--- src/hdl/npsp_pkg.sv ---
package npsp_pkg;

	// Sentence bound; characters at or past it are dropped
	localparam int MAX_SENTENCE = 128;
	localparam int POS_W = $clog2(MAX_SENTENCE + 1);

	// Field widths
	localparam int BYTE_W    = 8;
	localparam int LAT_W     = 30;
	localparam int LON_W     = 35;
	localparam int LON_MAG_W = LON_W - 1;
	localparam int LAT_DEG_W = 7;
	localparam int LON_DEG_W = 10;
	localparam int MIN_W     = 20;

	// Characters of interest
	localparam logic [BYTE_W-1:0] CH_DOLLAR = 8'h24;
	localparam logic [BYTE_W-1:0] CH_CR     = 8'h0D;
	localparam logic [BYTE_W-1:0] CH_R      = 8'h52;
	localparam logic [BYTE_W-1:0] CH_COMMA  = 8'h2C;
	localparam logic [BYTE_W-1:0] CH_POINT  = 8'h2E;
	localparam logic [BYTE_W-1:0] CH_ZERO   = 8'h30;
	localparam logic [BYTE_W-1:0] CH_NINE   = 8'h39;

	// Fixed point conversion: e7 = deg * 1e7 + floor(min_e4 * 50 / 3)
	// min_e4 * 50 / 3 = 16 * min_e4 + floor(2 * min_e4 / 3)
	localparam logic [23:0] E7           = 24'd10000000;
	localparam int          RECIP3_SHIFT = 23;
	localparam logic [21:0] RECIP3       = 22'd2796203;

	// Captured position, handed from the parser to the converter
	typedef struct packed {
		logic                 valid;
		logic [LAT_DEG_W-1:0] lat_deg;
		logic [MIN_W-1:0]     lat_min;
		logic [LON_DEG_W-1:0] lon_deg;
		logic [MIN_W-1:0]     lon_min;
	} capture_t;

endpackage

--- src/hdl/npsp_if.sv ---
// Received character channel
interface npsp_rx_if import npsp_pkg::*; ();
	logic              valid;
	logic              ready;
	logic [BYTE_W-1:0] rx_byte;

	modport source (output valid, output rx_byte, input ready);
	modport sink (input valid, input rx_byte, output ready);
endinterface

// Position result channel
interface npsp_fix_if import npsp_pkg::*; ();
	logic                    valid;
	logic                    ready;
	logic [LAT_W-1:0]        latitude_e7;
	logic signed [LON_W-1:0] longitude_e7;
	logic                    position_valid;

	modport source (output valid, output latitude_e7, output longitude_e7,
		output position_valid, input ready);
	modport sink (input valid, input latitude_e7, input longitude_e7,
		input position_valid, output ready);
endinterface

--- src/hdl/npsp_parser.sv ---
module npsp_parser import npsp_pkg::*; (
	input  logic              clk,
	input  logic              arst_n,
	input  logic              byte_fire,
	input  logic [BYTE_W-1:0] rx_byte,
	output capture_t          cap
);

	typedef enum logic [1:0] {WIN_NONE, WIN_LAT, WIN_LON} win_t;

	localparam logic [3:0] LAT_DEG_LEN = 4'd2;
	localparam logic [3:0] LON_DEG_LEN = 4'd3;
	localparam logic [3:0] MIN_LEN     = 4'd7;
	localparam logic [2:0] COMMA_MAX   = 3'd7;
	localparam logic [2:0] COMMA_LAT   = 3'd3;
	localparam logic [2:0] COMMA_LON   = 3'd5;
	localparam logic [POS_W-1:0] POS_TYPE = POS_W'(3);
	localparam logic [POS_W-1:0] POS_MAX  = POS_W'(MAX_SENTENCE);
	localparam logic [6:0]  INT_MIN_SAT = 7'd100;
	localparam logic [20:0] MIN_SAT     = 21'd999999;

	// Minutes in 1e-4 units from integer part and fraction digits
	function automatic logic [MIN_W-1:0] minutes_e4(input logic [6:0] im,
			input logic [13:0] fv, input logic [2:0] fc);
		logic [20:0] scaled;
		logic [20:0] sum;
		begin
			case (fc)
				3'd0:    scaled = 21'(fv) * 21'd10000;
				3'd1:    scaled = 21'(fv) * 21'd1000;
				3'd2:    scaled = 21'(fv) * 21'd100;
				3'd3:    scaled = 21'(fv) * 21'd10;
				default: scaled = 21'(fv);
			endcase
			sum = 21'(im) * 21'd10000 + scaled;
			minutes_e4 = (sum > MIN_SAT) ? MIN_W'(MIN_SAT) : MIN_W'(sum);
		end
	endfunction

	logic                 in_sentence_q, in_sentence_d;
	logic [POS_W-1:0]     char_pos_q, char_pos_d;
	logic [2:0]           comma_q, comma_d;
	logic                 is_rmc_q, is_rmc_d;
	logic [3:0]           phase_q, phase_d;
	logic                 stopped_q, stopped_d;
	logic [LAT_DEG_W-1:0] lat_deg_q, lat_deg_d;
	logic [MIN_W-1:0]     lat_min_q, lat_min_d;
	logic [LON_DEG_W-1:0] lon_deg_q, lon_deg_d;
	logic [MIN_W-1:0]     lon_min_q, lon_min_d;
	win_t                 win_q, win_d;
	logic                 point_q, point_d;
	logic [6:0]           int_min_q, int_min_d;
	logic [13:0]          frac_q, frac_d;
	logic [2:0]           frac_cnt_q, frac_cnt_d;

	logic        digit;
	logic [3:0]  dval;
	logic [3:0]  deg_len;
	logic [9:0]  int_ext;
	logic [2:0]  comma_inc;
	logic [MIN_W-1:0] min_now;

	assign digit = rx_byte inside {[CH_ZERO:CH_NINE]};
	assign dval  = digit ? 4'(rx_byte - CH_ZERO) : 4'd0;

	// Result request on carriage return inside an RMC sentence
	always_comb begin
		cap.valid   = byte_fire && (rx_byte == CH_CR) && in_sentence_q && is_rmc_q;
		cap.lat_deg = lat_deg_q;
		cap.lat_min = lat_min_q;
		cap.lon_deg = lon_deg_q;
		cap.lon_min = lon_min_q;
	end

	// Per-character state update
	always_comb begin
		in_sentence_d = in_sentence_q;
		char_pos_d    = char_pos_q;
		comma_d       = comma_q;
		is_rmc_d      = is_rmc_q;
		phase_d       = phase_q;
		stopped_d     = stopped_q;
		lat_deg_d     = lat_deg_q;
		lat_min_d     = lat_min_q;
		lon_deg_d     = lon_deg_q;
		lon_min_d     = lon_min_q;
		win_d         = win_q;
		point_d       = point_q;
		int_min_d     = int_min_q;
		frac_d        = frac_q;
		frac_cnt_d    = frac_cnt_q;
		deg_len       = (win_q == WIN_LAT) ? LAT_DEG_LEN : LON_DEG_LEN;
		int_ext       = '0;
		comma_inc     = comma_q + 3'd1;
		min_now       = '0;

		if (byte_fire) begin
			if (rx_byte == CH_DOLLAR) begin
				in_sentence_d = 1'b1;
				char_pos_d    = POS_W'(1);
				comma_d       = '0;
				is_rmc_d      = 1'b0;
				phase_d       = '0;
				stopped_d     = 1'b0;
				lat_deg_d     = '0;
				lat_min_d     = '0;
				lon_deg_d     = '0;
				lon_min_d     = '0;
				win_d         = WIN_NONE;
				point_d       = 1'b0;
				int_min_d     = '0;
				frac_d        = '0;
				frac_cnt_d    = '0;
			end else if (rx_byte == CH_CR) begin
				if (in_sentence_q) begin
					in_sentence_d = 1'b0;
					win_d         = WIN_NONE;
				end
			end else if (in_sentence_q && (char_pos_q < POS_MAX)) begin
				char_pos_d = char_pos_q + POS_W'(1);
				if ((char_pos_q == POS_TYPE) && (rx_byte == CH_R)) begin
					is_rmc_d = 1'b1;
				end

				// Number window
				if (win_q != WIN_NONE) begin
					if (phase_q == deg_len) begin
						stopped_d  = 1'b0;
						point_d    = 1'b0;
						int_min_d  = '0;
						frac_d     = '0;
						frac_cnt_d = '0;
					end
					if (phase_q < deg_len) begin
						if (!stopped_d && digit) begin
							if (win_q == WIN_LAT) begin
								lat_deg_d = LAT_DEG_W'(lat_deg_q * 7'd10 + 7'(dval));
							end else begin
								lon_deg_d = LON_DEG_W'(lon_deg_q * 10'd10 + 10'(dval));
							end
						end else begin
							stopped_d = 1'b1;
						end
					end else if (!stopped_d) begin
						if (digit && !point_d) begin
							int_ext   = 10'(int_min_d) * 10'd10 + 10'(dval);
							int_min_d = (int_ext > 10'(INT_MIN_SAT)) ? INT_MIN_SAT
								: 7'(int_ext);
						end else if (digit) begin
							if (frac_cnt_d < 3'd4) begin
								frac_d     = 14'(frac_d * 14'd10 + 14'(dval));
								frac_cnt_d = frac_cnt_d + 3'd1;
							end
						end else if ((rx_byte == CH_POINT) && !point_d) begin
							point_d = 1'b1;
						end else begin
							stopped_d = 1'b1;
						end
						min_now = minutes_e4(int_min_d, frac_d, frac_cnt_d);
						if (win_q == WIN_LAT) begin
							lat_min_d = min_now;
						end else begin
							lon_min_d = min_now;
						end
					end
					phase_d = phase_q + 4'd1;
					if (phase_d >= deg_len + MIN_LEN) begin
						win_d = WIN_NONE;
					end
				end

				// Comma counting opens the windows
				if ((rx_byte == CH_COMMA) && (comma_q < COMMA_MAX)) begin
					comma_d = comma_inc;
					if (comma_inc == COMMA_LAT) begin
						win_d     = WIN_LAT;
						phase_d   = '0;
						stopped_d = 1'b0;
					end else if (comma_inc == COMMA_LON) begin
						win_d     = WIN_LON;
						phase_d   = '0;
						stopped_d = 1'b0;
					end
				end
			end
		end
	end

	// Control state
	always_ff @(posedge clk or negedge arst_n) begin
		if (!arst_n) begin
			in_sentence_q <= 1'b0;
			char_pos_q    <= '0;
			comma_q       <= '0;
			is_rmc_q      <= 1'b0;
			phase_q       <= '0;
			stopped_q     <= 1'b0;
			win_q         <= WIN_NONE;
			point_q       <= 1'b0;
			frac_cnt_q    <= '0;
			lat_deg_q     <= '0;
			lat_min_q     <= '0;
			lon_deg_q     <= '0;
			lon_min_q     <= '0;
			int_min_q     <= '0;
			frac_q        <= '0;
		end else begin
			in_sentence_q <= in_sentence_d;
			char_pos_q    <= char_pos_d;
			comma_q       <= comma_d;
			is_rmc_q      <= is_rmc_d;
			phase_q       <= phase_d;
			stopped_q     <= stopped_d;
			win_q         <= win_d;
			point_q       <= point_d;
			frac_cnt_q    <= frac_cnt_d;
			lat_deg_q     <= lat_deg_d;
			lat_min_q     <= lat_min_d;
			lon_deg_q     <= lon_deg_d;
			lon_min_q     <= lon_min_d;
			int_min_q     <= int_min_d;
			frac_q        <= frac_d;
		end
	end

endmodule

--- src/hdl/npsp_convert.sv ---
module npsp_convert import npsp_pkg::*; (
	input  logic             clk,
	input  logic             arst_n,
	input  capture_t         cap,
	output logic             cap_ready,
	npsp_fix_if.source       fix
);

	logic en1, en2, en3;
	logic v1_s1, v2_s2, v3_q;
	logic avail_q;

	capture_t             pos_s1;
	logic [LAT_W-1:0]     lat_deg_e7_s2;
	logic [23:0]          lat_min16_s2;
	logic [MIN_W-1:0]     lat_third_s2;
	logic [LON_MAG_W-1:0] lon_deg_e7_s2;
	logic [23:0]          lon_min16_s2;
	logic [MIN_W-1:0]     lon_third_s2;

	logic [LAT_W-1:0]     lat_sum;
	logic [LON_MAG_W-1:0] lon_sum;
	logic                 lat_big;
	logic [LAT_W-1:0]     lat_q;
	logic signed [LON_W-1:0] lon_q;
	logic                 pv_q;

	// Stage enables: a stage moves when its successor has room
	assign en3       = !v3_q || fix.ready;
	assign en2       = !v2_s2 || en3;
	assign en1       = !v1_s1 || en2;
	assign cap_ready = en1;

	// Final sums
	assign lat_sum = lat_deg_e7_s2 + LAT_W'(lat_min16_s2) + LAT_W'(lat_third_s2);
	assign lon_sum = lon_deg_e7_s2 + LON_MAG_W'(lon_min16_s2) + LON_MAG_W'(lon_third_s2);
	assign lat_big = lat_sum > LAT_W'(E7);

	// Valid bits and sticky flag
	always_ff @(posedge clk or negedge arst_n) begin
		if (!arst_n) begin
			v1_s1   <= 1'b0;
			v2_s2   <= 1'b0;
			v3_q    <= 1'b0;
			avail_q <= 1'b0;
		end else begin
			if (en1) v1_s1 <= cap.valid;
			if (en2) v2_s2 <= v1_s1;
			if (en3) v3_q <= v2_s2;
			if (en3 && v2_s2 && lat_big) avail_q <= 1'b1;
		end
	end

	// Stage 1: captured fields
	always_ff @(posedge clk) begin
		if (en1 && cap.valid) pos_s1 <= cap;
	end

	// Stage 2: degree products and minute thirds
	always_ff @(posedge clk) begin
		if (en2 && v1_s1) begin
			lat_deg_e7_s2 <= LAT_W'(pos_s1.lat_deg) * LAT_W'(E7);
			lon_deg_e7_s2 <= LON_MAG_W'(pos_s1.lon_deg) * LON_MAG_W'(E7);
			lat_min16_s2  <= {pos_s1.lat_min, 4'b0000};
			lon_min16_s2  <= {pos_s1.lon_min, 4'b0000};
			lat_third_s2  <= MIN_W'((43'({pos_s1.lat_min, 1'b0}) * 43'(RECIP3))
				>> RECIP3_SHIFT);
			lon_third_s2  <= MIN_W'((43'({pos_s1.lon_min, 1'b0}) * 43'(RECIP3))
				>> RECIP3_SHIFT);
		end
	end

	// Output register
	always_ff @(posedge clk) begin
		if (en3 && v2_s2) begin
			lat_q <= lat_sum;
			lon_q <= -$signed({1'b0, lon_sum});
			pv_q  <= avail_q || lat_big;
		end
	end

	assign fix.valid          = v3_q;
	assign fix.latitude_e7    = lat_q;
	assign fix.longitude_e7   = lon_q;
	assign fix.position_valid = pv_q;

endmodule

--- src/hdl/nmea_position_sentence_parser.sv ---
// Channel  Dir  Payload                                      Handshake
// rx       in   rx_byte[7:0]                                 valid / ready
// fix      out  latitude_e7[29:0], longitude_e7[34:0] (s),   valid / ready
//               position_valid
//
// One character is taken every cycle while rx.ready is high; the parser state
// updates in that cycle. A carriage return closing an RMC sentence is captured
// at the edge that accepts it; the multiply stage and the output register
// follow, and the position shows on fix from the output register.
// rx.ready drops only when the capture, multiply and output stages are all full
// and fix is stalled. arst_n clears all sentence state and the sticky valid flag.
module nmea_position_sentence_parser import npsp_pkg::*; (
	input  logic       clk,
	input  logic       arst_n,
	npsp_rx_if.sink    rx,
	npsp_fix_if.source fix
);

	capture_t cap;
	logic     cap_ready;
	logic     byte_fire;

	assign rx.ready  = cap_ready;
	assign byte_fire = rx.valid && cap_ready;

	npsp_parser u_parser (
		.clk      (clk),
		.arst_n   (arst_n),
		.byte_fire(byte_fire),
		.rx_byte  (rx.rx_byte),
		.cap      (cap)
	);

	npsp_convert u_convert (
		.clk      (clk),
		.arst_n   (arst_n),
		.cap      (cap),
		.cap_ready(cap_ready),
		.fix      (fix)
	);

	// Longitude is never east
	a_lon_west: assert property (@(posedge clk) disable iff (!arst_n)
		(fix.valid && !fix.longitude_e7[LON_W-1]) |-> (fix.longitude_e7 == '0))
		else $error("positive longitude");

	// A latitude over one degree carries the valid flag
	a_lat_flag: assert property (@(posedge clk) disable iff (!arst_n)
		(fix.valid && (fix.latitude_e7 > LAT_W'(E7))) |-> fix.position_valid)
		else $error("valid flag missing");

	// Once shown, the valid flag stays on the following results
	a_flag_sticky: assert property (@(posedge clk) disable iff (!arst_n)
		(fix.valid && fix.ready && fix.position_valid) |=>
		(!fix.valid || fix.position_valid))
		else $error("valid flag dropped");

endmodule

--- src/flat_wrapper.sv ---
// flat-port wrapper written by rule: the top's interface ports become plain ports
module nmea_position_sentence_parser_flat import npsp_pkg::*;
  (clk, arst_n, rx_valid, rx_rx_byte, rx_ready, fix_valid, fix_latitude_e7, fix_longitude_e7, fix_position_valid, fix_ready);
  npsp_rx_if rx_i ();
  npsp_fix_if fix_i ();
  input  logic clk;
  input  logic arst_n;
  input wire logic [$bits(rx_i.valid)-1:0] rx_valid;
  input wire logic [$bits(rx_i.rx_byte)-1:0] rx_rx_byte;
  output wire logic [$bits(rx_i.ready)-1:0] rx_ready;
  output wire logic [$bits(fix_i.valid)-1:0] fix_valid;
  output wire logic [$bits(fix_i.latitude_e7)-1:0] fix_latitude_e7;
  output wire logic [$bits(fix_i.longitude_e7)-1:0] fix_longitude_e7;
  output wire logic [$bits(fix_i.position_valid)-1:0] fix_position_valid;
  input wire logic [$bits(fix_i.ready)-1:0] fix_ready;
  assign rx_i.valid = rx_valid;
  assign rx_i.rx_byte = rx_rx_byte;
  assign rx_ready = rx_i.ready;
  assign fix_valid = fix_i.valid;
  assign fix_latitude_e7 = fix_i.latitude_e7;
  assign fix_longitude_e7 = fix_i.longitude_e7;
  assign fix_position_valid = fix_i.position_valid;
  assign fix_i.ready = fix_ready;
  nmea_position_sentence_parser u_core (.clk(clk), .arst_n(arst_n), .rx(rx_i), .fix(fix_i));
endmodule
--- config.mk ---
export PLATFORM = sky130hd
export DESIGN_NAME = nmea_position_sentence_parser_flat
export DESIGN_NICKNAME = d
export VERILOG_FILES = /design/src/hdl/npsp_pkg.sv /design/src/hdl/npsp_if.sv /design/src/hdl/npsp_parser.sv /design/src/hdl/npsp_convert.sv /design/src/hdl/nmea_position_sentence_parser.sv /design/src/flat_wrapper.sv
export SDC_FILE = /design/constraint.sdc
export NUM_CORES = 2
export LEC_CHECK = 0
export BUFFER_PORTS_ARGS = -buffer_cell sky130_fd_sc_hd__buf_2
export CORE_MARGIN = 2
export CORE_UTILIZATION = 40
export DETAILED_ROUTE_END_ITERATION = 10
export GPL_ROUTABILITY_DRIVEN = 0
export SLEW_MARGIN = 20
export SYNTH_ARGS = -nofsm -noshare
export SYNTH_HDL_FRONTEND = slang
export SYNTH_SLANG_ARGS = --single-unit
--- constraint.sdc ---
create_clock -name clk -period 10.2 [get_ports clk]
set_input_delay 0 -clock clk [delete_from_list [all_inputs] [get_ports clk]]
set_output_delay 0 -clock clk [all_outputs]
set_load 0.03 [all_outputs]
# After elaboration in Yosys (flattened, before gate mapping)
# Index checks and enable logic that the tools add are counted.
[totals]
reg_bits = 359
latchBits = 0
mem_bits_rw = 0
romBits = 0
in_bits = 12
out_inout_bits = 68
elab_cells = 301
n_memories = 0
[op_classes]
n_addsub = 16
mul = 13
div = 0
magnitude_cmp = 10
eq_ne = 18
shift = 0
n_mux = 167
bitwise_logic = 0
reduce_logical = 45
[ops]
columns = ["cell", "count"]
rows = [
  ["$mux W14", 22],
  ["$mux W20", 15],
  ["$mux W7", 28],
  ["$mux W21", 7],
  ["$mul A20 B22 Y42 const B", 2],
  ["$pmux W21 S4", 1],
  ["$mux W3", 26],
  ["$mux W10", 7],
  ["$mux W1", 41],
  ["$neg A34 Y35", 1],
  ["$add A34 B20 Y34", 1],
  ["$add A34 B24 Y34", 1],
  ["$mux W4", 8],
  ["$add A30 B20 Y30", 1],
  ["$add A30 B24 Y30", 1],
  ["$gt A30 B24 Y1 const B", 1],
  ["$reduce_and A7 Y1", 4],
  ["$mul A10 B17 Y27 const B", 1],
  ["$eq A8 B6 Y1 const B", 3],
  ["$mux W8", 3],
  ["$mul A7 B17 Y23 const B", 1],
  ["$add A21 B21 Y21", 1],
  ["$gt A21 B20 Y1 const B", 1],
  ["$add A10 B4 Y10", 2],
  ["other kinds (44)", 90],
]

# Logic depth before layout (Yosys ltp)
[logic_depth]
ltp_word = 40
mapped_depth = 47

# By module
# A second synthesis with hierarchy kept.
[hier_totals]
hier_cells = 4188
hier_area_um2 = 42578.3
[modules_own_cells]
columns = ["module", "n_inst", "cells_each", "area_each_um2", "seq_area_each_um2"]
rows = [
  ["npsp_convert", 1, 2495, 28172.0, 7697.4],
  ["npsp_parser", 1, 1692, 14400.1, 2552.4],
  ["nmea_position_sentence_parser", 1, 1, 6.3, 0.0],
]

# Worst setup path after synthesis
# OpenSTA, ideal clock, no wires.
[synth_path]
path_kind = "register -> register"
startpoint = "register u_core.u_parser.win_q[1]"
endpoint = "register u_core.u_parser.lat_min_q[16]"
setup_ns = 0.138
arrival_ns = 9.773
t_required_ns = 10.062
path_slack_ns = 0.289
path_stages_with_launch = 41
path_buffers = 5
synth_period_minus_slack_ns = 9.911
cell_sequence = "dfrtp_1 > nor2b_1 > inv_1 > ha_1 > nand4bb_1 > clkbuf_1 > clkbuf_1 > clkbuf_1 > clkbuf_1 > and3_1 > ha_1 > xor2_1 > and3_1 > nor3b_1 > and2_1 > nand2_1 > xor2_1 > a211oi_1 > [5 not listed] > fa_1 > inv_1 > fa_1 > inv_1 > ha_1 > or2_2 > o311a_1 > xor2_1 > a21oi_1 > o211ai_1 > ha_1 > a21o_1 > a31oi_1 > o21ai_0 > xor2_1 > xnor2_1 > clkbuf_1 > a31oi_1"
[synth_between]
elab_chain_cells = 40
elab_cells_between_ends = 105
[synth_rtl]
columns = ["item", "line_no", "text"]
rows = [
  ["from (decl)", "npsp_parser.sv:50", "win_t win_q, win_d;"],
  ["from (signal assigned)", "npsp_parser.sv:214", "win_q <= win_d;"],
  ["$eq A2 B1 Y1", "npsp_parser.sv:92, npsp_parser.sv:160", ""],
  ["$mux W1", "npsp_parser.sv:92", "deg_len = (win_q == WIN_LAT) ? LAT_DEG_LEN : LON_DEG_LEN;"],
  ["$eq A4 B2 Y1", "npsp_parser.sv:127", "if (phase_q == deg_len) begin"],
  ["$mux W14", "npsp_parser.sv:127", ""],
  ["$mux W14", "npsp_parser.sv:126", "if (win_q != WIN_NONE) begin"],
  ["$mux W14", "npsp_parser.sv:119", "end else if (in_sentence_q && (char_pos_q < POS_MAX)) begin"],
  ["$mux W14", "npsp_parser.sv:114", "end else if (rx_byte == CH_CR) begin"],
  ["$mux W14", "npsp_parser.sv:98", "if (rx_byte == CH_DOLLAR) begin"],
  ["[24 not listed]", "--", ""],
  ["$mux W20", "npsp_parser.sv:36", "minutes_e4 = (sum > MIN_SAT) ? MIN_W'(MIN_SAT) : MIN_W'(sum);"],
  ["$mux W20", "npsp_parser.sv:160", "if (win_q == WIN_LAT) begin"],
  ["$mux W20", "npsp_parser.sv:144", "end else if (!stopped_d) begin"],
  ["$mux W20", "npsp_parser.sv:134", "if (phase_q < deg_len) begin"],
  ["$mux W20", "npsp_parser.sv:126", ""],
  ["$mux W20", "npsp_parser.sv:119", ""],
  ["$mux W20", "npsp_parser.sv:114", ""],
  ["$mux W20", "npsp_parser.sv:98", ""],
  ["to (signal assigned)", "npsp_parser.sv:218", "lat_min_q <= lat_min_d;"],
  ["to (decl)", "npsp_parser.sv:47", "logic [MIN_W-1:0] lat_min_q, lat_min_d;"],
]
# Several ways; a longest one is shown, not always the timed one. The select of a mux whose other input is x is not followed.
# A chain may end at the register's enable or synchronous reset.

# Worst setup path in the final report
[layout_path]
startpoint = "register u_core.u_parser.win_q[1]"
endpoint = "register u_core.u_parser.lat_min_q[11]"
# Same word-level chain as after synthesis.

==> summary.md <==
| Metric | Value |
|---|---|
| Status | finished clean |
| Post-synth EDFFs | 253 |
| Ports | 80 |
| Crit path DAT | 10.09 ns |
| DR iter-0 viols | 1517 |
| WP buf/inv | 8 |
| Simple-gate area share of the yosys netlist | 0.0943 |
| PD cells | 74.8 mW/mm² |
| Hold depth | 5 |
| Drt first pass iters | 5 |
| GR Overflow Total | 0 |
| Design Area, Final | 0.0457 mm² |
| Layout cell share with drive strength beyond 1 | 0.0598 |
| Req. time, crit path | 10.66 ns |
| Vias in the first global route | between 20k and 30k |
| Die width | between 300 and 400 µm |
| Compound-Gate Fraction of Synth Area | 0.112 |
| Net count, final | between 5k and 6k |
| Crit path max fanout | 32 |
| Rel. slew slack | 0.221 |
| TritonCTS clock tree | built |
| Clock Pin Slew Worst Setup and Hold Paths | roughly 0.06 ns |
| DP Cell Count | 5510 |
| Area after DPL | 0.0439 mm² |
| Avg WL per Cell | ~17 µm |
| Detailed-route DRC error count | 0 |
| Layout area overhead | 9.74% |
| CP dominant cell by count | inv_1 |
| CTS Sinks | around 360 |
| Slew Limit Fails | 0 |
| Worst Setup Start Kind | register |
| Post-Syn Area per Cell | just over 10 µm² |
| Setup violators final | 0 |
| Max rail drop VDD | 0.145 mV |
| Adder-Cell Fraction of Synth Area | 0.417 |
| Setup CP Type | reg2reg |
| Clock Latency Late Sink | between 0.6 and 0.7 ns |
| Top delay family on crit path | adder cells |
| ANT nets after route | 0 |
| CP endpoint kind | register |
| Seq/Total Area, Yosys | 0.246 |
| Clock buffer depth | 3 |
| Most frequent cells in the layout | ha_1 (771), inv_1 (709), fa_1 (385), edfxtp_1 (253), nand2_1 (188) |
| Synth Net Count | 5220 |
| Leakage | about 22 nW |
| Post-Synthesis Cells | 4052 |
| Vias | 28.5k |
| Mux contribution to synthesized area | 0.00385 |
| First-pass GRT wire length | 156000 µm |
| Unrepaired setup endpoints after global routing | false |
| Worst path depth | 39 |
| Core outline area | 0.103 mm² |
| Crit-path slowest cell | fa_1 |
| Antenna violations before repair | 0 |
| Largest family of logic cells by synthesized area | adder cells |
| TritonCTS Buffers | 46 |
| Critical Path Max Stage Delay | 0.59 ns |
| Ys async rst share | 0.295 |
| Actual slew at the worst max-slew pin | approximately 1.2 ns |
| #FFs+latches synth | 359 |
| Final period util | 0.943 |
| Power Total | approximately 3.4 mW |
| Synth area leaders | ha_1 (23%), fa_1 (19%), edfxtp_1 (18%) |
| Non-filler cells, final | 5610 |
| Final Critical Period | 9.62 ns |
| Die area | 0.107 mm² |
| Max_cap viols | 0 |
| Gr usage total | 0.180 |
| XOR/XNOR share of the synthesized area | 0.0587 |
| Fin Setup TNS | 0 ns |
| Hold WC Path Type | in2reg |
| Filler Cell Count | 9740 |
| CTS root buf | clkbuf_16 |
| Largest net degree at the start of global routing | 70 |
| Primary FF master, synth | edfxtp_1 |
| Share of the synthesized area in the top cell type | 0.232 |
| Ant diodes | 0 |
| Port bufs | 79 |
| YS warnings | 0 |
| Final Hold Vio Count | 0 |
| Fmax | between 100 and 150 MHz |
| Std cell rows | around 120 |
| H-Tree Level Count | 2 |
| Most common cell after layout, fill and taps aside | ha_1 |
| R2r worst-path depth | 39 |
| Leading area contributor after synthesis | ha_1 |
| Distinct cells, synth | 96 |
| Total Routed Length | 93500 µm |
| Vias/cell | 5.09 |
| Vert. Die Dim | 327 µm |
| Post-DP HPWL | 76900 µm |
| Synthesized area | 0.0416 mm² |
| Worst Skew | 0.0473 ns |
| Initial core utilization | 0.403 |
-- state kept, by name, indices dropped and copies added, names as in the netlist, 2 cells and up --
| register | cells |
|---|---|
| u_core.u_parser.lat_min_q | 20 |
| u_core.u_convert.pos_s1 | 57 |
| u_core.u_convert.fix.latitude_e7 | 30 |
| u_core.u_convert.lat_min16_s2 | 20 |
| u_core.u_convert.fix.longitude_e7 | 35 |
| u_core.u_parser.lon_deg_q | 10 |
| u_core.u_convert.lat_third_s2 | 20 |
| u_core.u_parser.lon_min_q | 20 |
| u_core.u_parser.frac_q | 14 |
| u_core.u_parser.phase_q | 4 |
| u_core.u_parser.frac_cnt_q | 3 |
| u_core.u_convert.lon_deg_e7_s2 | 27 |
| u_core.u_parser.int_min_q | 7 |
| u_core.u_parser.win_q | 2 |
| u_core.u_convert.lon_min16_s2 | 20 |
| u_core.u_convert.lat_deg_e7_s2 | 23 |
| u_core.u_parser.comma_q | 3 |
| u_core.u_parser.char_pos_q | 8 |
| u_core.u_parser.lat_deg_q | 7 |
| u_core.u_convert.lon_third_s2 | 20 |
-- power breakdown --
| part | switching, mW | leakage [nW] | internal, mW | total, mW |
|---|---|---|---|---|
| combinational | 0.110 | 17.7 | 0.0661 | 0.176 |
| clock | 0.692 | 0.737 | 0.977 | 1.67 |
| sequential | 0.0101 | 3.70 | 1.56 | 1.57 |
-- worst register-to-register path, delay by kind of cell (launching register included) --
kind                       cells  cell delay [ns]
buffers and inverters          8             0.96
AOI/OAI and AO/OA             12             2.17
adders and majority gates      8             3.40
xor gates and xnor gates       2             0.29
and+or+nand+nor                9             2.22
DFF                            1             0.44
-- timing repair --
item,CTS,global route
endpoints found under the hold margin,46,0
setup buffers,0,2
hold buffers,14,0
resized for setup,0,17
endpoints found under the setup margin,0,40
-- worst paths after layout --
check                           slack [ns]                                     start                                        end
worst min-delay path                  0.02                             rx_rx_byte[4]         u_core.u_convert.v1_s1$_DFFE_PN0N_
worst min register to register        0.44  u_core.u_parser.lon_min_q[9]$_DFFE_PN0P_       u_core.u_convert.pos_s1[9]$_DFFE_PP_
worst max-delay path                  0.58      u_core.u_parser.win_q[1]$_DFFE_PN0P_  u_core.u_parser.lat_min_q[11]$_DFFE_PN0P_
worst max register to register        0.58      u_core.u_parser.win_q[1]$_DFFE_PN0P_  u_core.u_parser.lat_min_q[11]$_DFFE_PN0P_
max in group asynchronous             8.28                                    arst_n   u_core.u_parser.lat_min_q[4]$_DFFE_PN0P_
min in group asynchronous             0.48                                    arst_n      u_core.u_parser.frac_q[3]$_DFFE_PN0P_
-- cells in the mapped netlist, types with 27 or more instances --
cell,n
edfxtp_1,253
clkbuf_1,35
nand2_1,188
xnor2_1,181
a21o_1,49
fa_1,385
nor3_1,65
o21a_1,46
xor2_1,98
ha_1,771
a211oi_1,27
nor2_1,178
nand3_1,52
and3_1,50
and2_1,40
a21oi_1,181
inv_1,712
o21ai_0,165
a31oi_1,30
nor2b_1,34
dfrtp_1,106
-- routing by layer --
| metal | part of all wire | routed length (µm) | vias up | GRT usage |
|---|---|---|---|---|
| met5 | 0 | 0 | - | 0 |
| met4 | 0.022 | 2010 | 0 | 0.0429 |
| li1 | - | - | 14200 | - |
| met2 | 0.47 | 43500 | 443 | 0.301 |
| met3 | 0.034 | 3210 | 105 | 0.0196 |
| met1 | 0.48 | 44800 | 13800 | 0.250 |
-- area by class of cell --
cell class | instances | area, µm² | area share
multi-input cells | 2939 | 28600 | 0.627
inverters | 713 | 2680 | 0.0586
clock inverters | 28 | 308 | 0.00674
repair buffers | 135 | 857 | 0.0188
clock buffers | 56 | 1240 | 0.0271
flip-flops and latches | 359 | 10200 | 0.224
well taps | 1380 | 1730 | 0.0378
-- metrics by stage --
stage | setup WS [ns] | utilization | hold WS [ns]
2_1_floorplan | 0.289 | - | -0.296
6_report | 0.578 | 0.442 | 0.0206
5_1_grt | 0.0323 | 0.442 | 0.0738
3_5_place_dp | 0.353 | 0.425 | 0.0885
4_1_cts | 0.260 | 0.441 | 0.00439
3_3_place_gp | 0.480 | 0.425 | 0.0877
-- logic make-up (layout without fill, tap and decap cells) --
family / after synthesis / in the layout
adders and majority gates: 1158 / 1158
and+or+nand+nor: 771 / 771
buffers and inverters: 754 / 932
AOI/OAI and AO/OA: 717 / 717
DFF: 359 / 359
xor gates and xnor gates: 279 / 279
muxes: 14 / 14
Power figures use the tool's default switching activity.
